File: config.mk
export PLATFORM = sky130hd
export DESIGN_NAME = lpc_div
export DESIGN_NICKNAME = d
export VERILOG_FILES = /design/src/hdl/lpc_pkg.sv /design/src/hdl/lpc_div.sv
export SDC_FILE = /design/constraint.sdc
export NUM_CORES = 1
export LEC_CHECK = 0
export BUFFER_PORTS_ARGS = -buffer_cell sky130_fd_sc_hd__clkbuf_2
export CORE_MARGIN = 10
export CORE_UTILIZATION = 57
export CTS_CLUSTER_SIZE = 28
export DETAILED_ROUTE_END_ITERATION = 10
export PLACE_DENSITY = 0.79
export RECOVER_POWER = 50
export SLEW_MARGIN = 15
export SYNTH_ARGS = -nofsm -noshare
export SYNTH_HDL_FRONTEND = slang
export SYNTH_SLANG_ARGS = --single-unit
File: constraint.sdc
create_clock -name clk -period 7.15 [get_ports clk]
set_input_delay 0.3575 -clock clk [delete_from_list [all_inputs] [get_ports clk]]
set_output_delay 0.3575 -clock clk [all_outputs]
set_load 0.1 [all_outputs]
File: src/hdl/lpc_pkg.sv
// Shared types and constants for the LED pixel correction pipeline.
// Holds the built-in gamma 2.2 curve, worked out at elaboration.
// No dependencies.
`timescale 1ns / 1ps

package lpc_pkg;

	localparam int CHAN_W      = 8;
	localparam int GAMMA_DEPTH = 256;
	localparam int GAMMA_AW    = 8;
	localparam int CFG_IDX_W   = 3;
	localparam int CFG_DATA_W  = 8;
	localparam int ENABLE_W    = 4;
	localparam int PCT_W       = 7;

	// Configuration register indexes.
	localparam logic [CFG_IDX_W-1:0] REG_STAGE_ENABLES   = 3'd0;
	localparam logic [CFG_IDX_W-1:0] REG_MAX_BRIGHTNESS  = 3'd1;
	localparam logic [CFG_IDX_W-1:0] REG_WHITE_THRESHOLD = 3'd2;
	localparam logic [CFG_IDX_W-1:0] REG_WHITE_TARGET    = 3'd3;
	localparam logic [CFG_IDX_W-1:0] REG_GREEN_PERCENT   = 3'd4;
	localparam logic [CFG_IDX_W-1:0] REG_BLUE_PERCENT    = 3'd5;

	// Bits of stage_enables.
	localparam int EN_CLAMP = 0;
	localparam int EN_WHITE = 1;
	localparam int EN_BROWN = 2;
	localparam int EN_GAMMA = 3;

	localparam logic [ENABLE_W-1:0] RST_STAGE_ENABLES   = 4'd11;
	localparam logic [CHAN_W-1:0]   RST_MAX_BRIGHTNESS  = 8'd255;
	localparam logic [CHAN_W-1:0]   RST_WHITE_THRESHOLD = 8'd150;
	localparam logic [CHAN_W-1:0]   RST_WHITE_TARGET    = 8'd100;
	localparam logic [PCT_W-1:0]    RST_GREEN_PERCENT   = 7'd28;
	localparam logic [PCT_W-1:0]    RST_BLUE_PERCENT    = 7'd8;

	localparam logic [CHAN_W-1:0] CHAN_MAX     = 8'd255;
	localparam logic [CHAN_W-1:0] WHITE_SPREAD = 8'd40;

	// floor(x / 100) equals (x * 5243) >> 19 for every x below 43690.
	localparam int PROD_W       = CHAN_W + PCT_W;
	localparam int DIV100_MUL_W = 13;
	localparam int DIV100_SHIFT = 19;
	localparam logic [DIV100_MUL_W-1:0] DIV100_MUL = 13'd5243;
	localparam int CAP_W = PROD_W + DIV100_MUL_W - DIV100_SHIFT;

	typedef struct packed {
		logic              kind;
		logic [CHAN_W-1:0] r;
		logic [CHAN_W-1:0] g;
		logic [CHAN_W-1:0] b;
		logic              fe;
		logic [CHAN_W-1:0] idx;
		logic [CHAN_W-1:0] val;
	} item_t;

	typedef struct packed {
		logic                en;
		logic [GAMMA_AW-1:0] addr;
		logic [CHAN_W-1:0]   data;
	} gamma_wr_t;

	typedef logic [CHAN_W-1:0] gamma_rom_t [GAMMA_DEPTH];

	// Entry i counts the k in 1..255 with (2k-1)^5 * 255^6 <= 32 * i^11,
	// which is round(255 * (i/255)^2.2) with halves rounded up.
	function automatic gamma_rom_t build_gamma();
		gamma_rom_t  rom;
		logic [127:0] lhs;
		logic [127:0] rhs;
		int unsigned k;
		int unsigned i;
		int unsigned n;
		logic        done;
		rom[0] = '0;
		k = 0;
		for (i = 1; i < GAMMA_DEPTH; i++) begin
			lhs = 128'd32;
			for (n = 0; n < 11; n++)
				lhs = lhs * 128'(i);
			done = 1'b0;
			while (k < 255 && !done) begin
				rhs = 128'd274941996890625;
				for (n = 0; n < 5; n++)
					rhs = rhs * 128'(2 * k + 1);
				if (rhs <= lhs)
					k = k + 1;
				else
					done = 1'b1;
			end
			rom[i] = CHAN_W'(k);
		end
		return rom;
	endfunction

	localparam gamma_rom_t GAMMA_ROM = build_gamma();

endpackage

File: src/hdl/lpc_div.sv
// Two-stage pipelined divider for the brightness clamp ratio:
// (num_hi * 256) / den, four restoring steps per stage. Uses lpc_pkg.
`timescale 1ns / 1ps

module lpc_div (
	input  logic                       clk,
	input  logic                       en,
	input  logic [lpc_pkg::CHAN_W-1:0] num_hi,
	input  logic [lpc_pkg::CHAN_W-1:0] den,
	output logic [lpc_pkg::CHAN_W-1:0] quo
);

	typedef struct packed {
		logic [3:0]                q;
		logic [lpc_pkg::CHAN_W-1:0] rem;
	} step_t;

	// The remainder stays below den, so each shifted value fits nine bits.
	function automatic step_t div_step4(logic [lpc_pkg::CHAN_W-1:0] rem_i,
			logic [lpc_pkg::CHAN_W-1:0] d);
		step_t             res;
		logic [lpc_pkg::CHAN_W:0] t;
		res.rem = rem_i;
		res.q   = '0;
		for (int j = 0; j < 4; j++) begin
			t = {res.rem, 1'b0};
			if (t >= {1'b0, d}) begin
				t = t - {1'b0, d};
				res.q[3 - j] = 1'b1;
			end
			res.rem = t[lpc_pkg::CHAN_W-1:0];
		end
		return res;
	endfunction

	step_t                      st_a;
	step_t                      st_b;
	logic [lpc_pkg::CHAN_W-1:0] rem_s1;
	logic [3:0]                 q_s1;
	logic [lpc_pkg::CHAN_W-1:0] den_s1;
	logic [lpc_pkg::CHAN_W-1:0] quo_s2;

	always_comb begin
		st_a = div_step4(num_hi, den);
		st_b = div_step4(rem_s1, den_s1);
	end

	always_ff @(posedge clk) begin
		if (en) begin
			rem_s1 <= st_a.rem;
			q_s1   <= st_a.q;
			den_s1 <= den;
			quo_s2 <= {q_s1, st_b.q};
		end
	end

	assign quo = quo_s2;

endmodule

======== Word-level counts from Yosys, hierarchy flattened ========
Index checks and enable logic that the tools add are counted.
word-level totals
  bits in registers ....................... 28
  input port bits ......................... 18
  output and inout port bits .............. 8
  logic and storage cells ................. 35
cells by class
  add/subtract/negate cells ............... 7
  order comparisons ....................... 8
  multiplexer cells ....................... 15
operators with widths
  cell                          number
  >= comparator 9 x 8 -> 1 bit  8
  two-way mux 8 bit             7
  subtractor 8 bit              7
  two-way mux 1 bit             8

======== Longest topological paths before layout ========
  depth after elaboration ................. 8
  gate-level depth with buffers ........... 38
  depth with buffers taken out ............ 37

======== Worst setup path after synthesis ========
No wires, ideal clock.
  path type ............................... input to register
  start ................................... input port den[1] in the netlist's numbering
  end ..................................... register rem_s1[1] in the netlist's numbering, data pin
  library setup time ...................... 0.261 ns
  arrival time ............................ 7.482 ns
  data required time ...................... 6.889 ns
  slack ................................... -0.592 ns
  stages on the path ...................... 36
  buffers on the path ..................... 1
  cells stage by stage .................... inv_1 -> ha_1 -> ha_1 -> a31o_1 -> o2111a_2 -> nor2_8 -> inv_6 -> mux2_2 -> ha_1 -> and3_1 -> a311oi_1 -> nor2_1 -> or3_1 -> a211oi_4 -> inv_4 -> mux2_2 -> ha_1 -> o21a_1 -> nor2_1 -> a21oi_1 -> o41a_1 -> a2111oi_2 -> mux2i_2 -> buf_6 -> nand2_1 -> o21ai_0 -> ha_1 -> a21o_1 -> a21oi_1 -> o21ai_0 -> a21o_1 -> a21oi_1 -> a21oi_1 -> nor3b_1 -> or3_1 -> a21boi_1
RTL lines
  element               line           text
  from (decl)           lpc_div.sv:9   input logic [lpc_pkg::CHAN_W-1:0] den,
  to (signal assigned)  lpc_div.sv:50  rem_s1 <= st_a.rem;
  to (decl)             lpc_div.sv:38  logic [lpc_pkg::CHAN_W-1:0] rem_s1;

==> summary.md <==
| Metric | Value |
|---|---|
| Post-Syn Area | `between 3000 and 4000 sq um` |
| Post-synthesis cell count | `443` |
| First-pass DRT Iterations | `4` |
| CP Launch Type | `primary input` |
| Final WL | `between 10 and 15 mm` |
| Syn Nets | `521` |
| Detailed placement HPWL | `9.60 mm` |
| DR WL/cell | `18.9 um` |
| Crit path largest cell delay | `0.42 ns` |
| First-pass GRT wire length | `18.8 mm` |
| Area Overhead vs Synth | `41.1%` |
| Nets@finish | `673` |
| GR Overflow Total | `0` |
| H-tree depth | `1` |
| # IOs | `26` |
| Num CTS Buffers | `3` |
| Core Region | `6720 sq um` |
| Top delay family on crit path | `compound AO/OA/AOI/OAI gates` |
| Yosys top cell by area | `edfxtp_1` |
| Failing checks | `setup timing` |
| Crit share post-route | `102%` |
| Count leader, synth | `ha_1` |
| CTS Root Cell | `clkbuf_8` |
| Clk buf depth | `2` |
| Fmax achieved | `between 100 and 150 MHz` |
| Final setup viols | `9` |
| DRC | `0` |
| Critical path type | `in -> reg` |
| RSZ-0062 raised after global routing | `true` |
| Clk Latency, worst-skew pair | `0.28 ns` |
| Synth top area cells | `edfxtp_1, ha_1, mux2_2` |
| Die X | `103 um` |
| Syn avg cell area | `8.83 sq um` |
| Max-Cap Viols | `0` |
| Number of synthesized flops with an enable pin | `28` |
| DR iter-0 viols | `247` |
| # clock sinks | `28` |
| Hold Buf Count CTS | `0` |
| Max Slew Vio Count | `0` |
| Register area | `841 sq um` |
| Min cycle time layout | `7.31 ns` |
| Clock-pin slew on the worst setup and hold paths | `0.10 ns` |
| Gpl congestion | `approximately 0.93` |
| Post-route ant nets | `0` |
| Initial core utilization | `58.2%` |
| Crit path arrival time | `7.36 ns` |
| Slowest CP cell | `or3_4` |
| Buf+Inv Stages, Crit Path | `5` |
| Die height | `103 um` |
| Ant diodes | `0` |
| Number of global-route vias before repair | `4138` |
| Layout Cells excl Fill | `between 600 and 700` |
| Top_reg_cell synth | `edfxtp_1` |
| Relative slew slack | `50.4%` |
| Critical Path End Type | `flop` |
| Seq/Total Area, Yosys | `a little over a fifth` |
| Synth top cells by count | `ha_1, nor2_1, a21oi_1` |
| Initial antenna violation count | `0` |
| Register bit total from synthesis | `28` |
| Unique cell type count in the Yosys netlist | `between 60 and 70` |
| Critical Path RT | `7.20 ns` |
| Post-synth top area share | `21.5%` |
| CTS tree | `yes` |
| Setup TNS Final | `-0.881 ns` |
| Clock Skew | `0.00210 ns` |
| Multi-input gate area | `3260 sq um` |
| Crit path max fanout | `10` |
| GRT Total Usage | `22.1%` |
| Outcome | `finished, violations left` |
| Dpl cells | `663` |
| Async set-reset flop share out of synthesis | `0%` |
| DR vias/cell | `about 6.1` |
| Proportion of layout cells with a drive suffix above 1 | `a little over two fifths` |
| Synth Warn # | `0` |
| PnR worst setup slack | `-0.165 ns` |
| Worst hold-check path type | `in -> reg` |
| I/O Buffers | `25` |
| Largest net degree at the start of global routing | `29` |
| Die area | `around 11000 sq um` |
| Fillers | `387` |
| Slew @ Worst Pin | `about 0.74 ns` |
| Final Hold Fails | `0` |
| Via count | `4144` |
| Num rows | `30` |
[cell usage in the layout, fill, tap and decap left out, types with 8 or more instances in the layout]
| cell | n |
|---|---|
| inv_1 | 26 |
| nor2_1 | 36 |
| a21oi_2 | 11 |
| mux2_2 | 16 |
| o21a_1 | 11 |
| xor2_1 | 14 |
| a21o_1 | 19 |
| clkbuf_2 | 22 |
| a21oi_1 | 24 |
| o21ai_0 | 17 |
| ha_1 | 48 |
| nand2b_1 | 10 |
| nand2_1 | 22 |
| ha_4 | 9 |
| edfxtp_1 | 28 |
| buf_4 | 127 |
| nor3_1 | 12 |
| o21ai_1 | 8 |
| xnor2_1 | 23 |
[through the flow]
| stage | area [sq um] | setup WS, ns | utilization, % | hold slack, ns |
|---|---|---|---|---|
| after floorplan | 4060 | -0.171 | - | 0.400 |
| after global placement | 5150 | -0.262 | 76.7 | 0.403 |
| after detailed placement | 5150 | -0.455 | 76.7 | 0.410 |
| after CTS | 5250 | -0.0140 | 78.1 | 0.256 |
| after global routing | 5520 | -0.415 | 82.1 | 0.234 |
| final | 5520 | -0.165 | 82.1 | 0.245 |
[final timing paths]
| check | startpoint | to | slack [ns] | cells past startpoint |
|---|---|---|---|---|
| setup / recovery | den[4] | rem_s1[2]$_DFFE_PP_ | -0.16 | 36 |
| hold / removal | den[4] | den_s1[4]$_DFFE_PP_ | 0.24 | 1 |
| hold reg to reg | q_s1[2]$_DFFE_PP_ | quo[6]$_DFFE_PP_ | 0.43 | 0 |
| setup reg to reg | rem_s1[0]$_SDFFCE_PN0P_ | quo[0]$_DFFE_PP_ | 0.37 | 32 |
[worst reg2reg max path: cells and delay by family (launching register included)]
family          cells  cell delay [ns]
flops               1             0.41
compound gates     19             3.02
mux                 2             0.69
simple gates        6             1.02
buf+inv             1             0.17
fa+ha+maj           4             1.23
[registers in the layout, indices dropped and copies added, names as in the netlist]
name and count:
rem_s1 8, den_s1 8, quo 8, q_s1 4
[what timing repair did]
| action | 4_1_cts | 5_1_grt |
|---|---|---|
| pin swaps | 4 | 6 |
| hold endpoints to repair | 0 | 0 |
| setup buffers | 0 | 7 |
| setup endpoints to repair | 10 | 10 |
| gates resized for setup | 6 | 55 |
[logic make-up (layout without fill, tap and decap cells)]
logic type | count (synthesis) | after routing | share of synthesized area [%]
compound gates | 140 | 140 | 24.5
buf+inv | 37 | 188 | 4.03
mux | 22 | 22 | 6.59
simple gates | 119 | 119 | 15.5
flops | 28 | 28 | 21.5
fa+ha+maj | 60 | 60 | 19.6
xor+xnor | 37 | 37 | 8.29
[layer usage]
layer / routed length [um] / vias to the layer above / GRT usage [%]
met3: 563 / 53 / 2.14
li1: - / 1945 / -
met2: 6700 / 163 / 40.9
met4: 592 / 0 / 13.4
met1: 4890 / 1983 / 23.7
met5: 0 / - / 0
[area by class of cell]
class	instances	area share [%]
multi-input combinational	378	59.1
tap	80	1.81
inverter	31	2.47
timing repair buffer	153	20.0
sequential	28	15.2
clock buffer	3	0.749
clock inverter	1	0.544
Power is left out: the tool's default activity adds up to more than one toggle a clock period on the data nets, which glitch-free logic cannot reach.
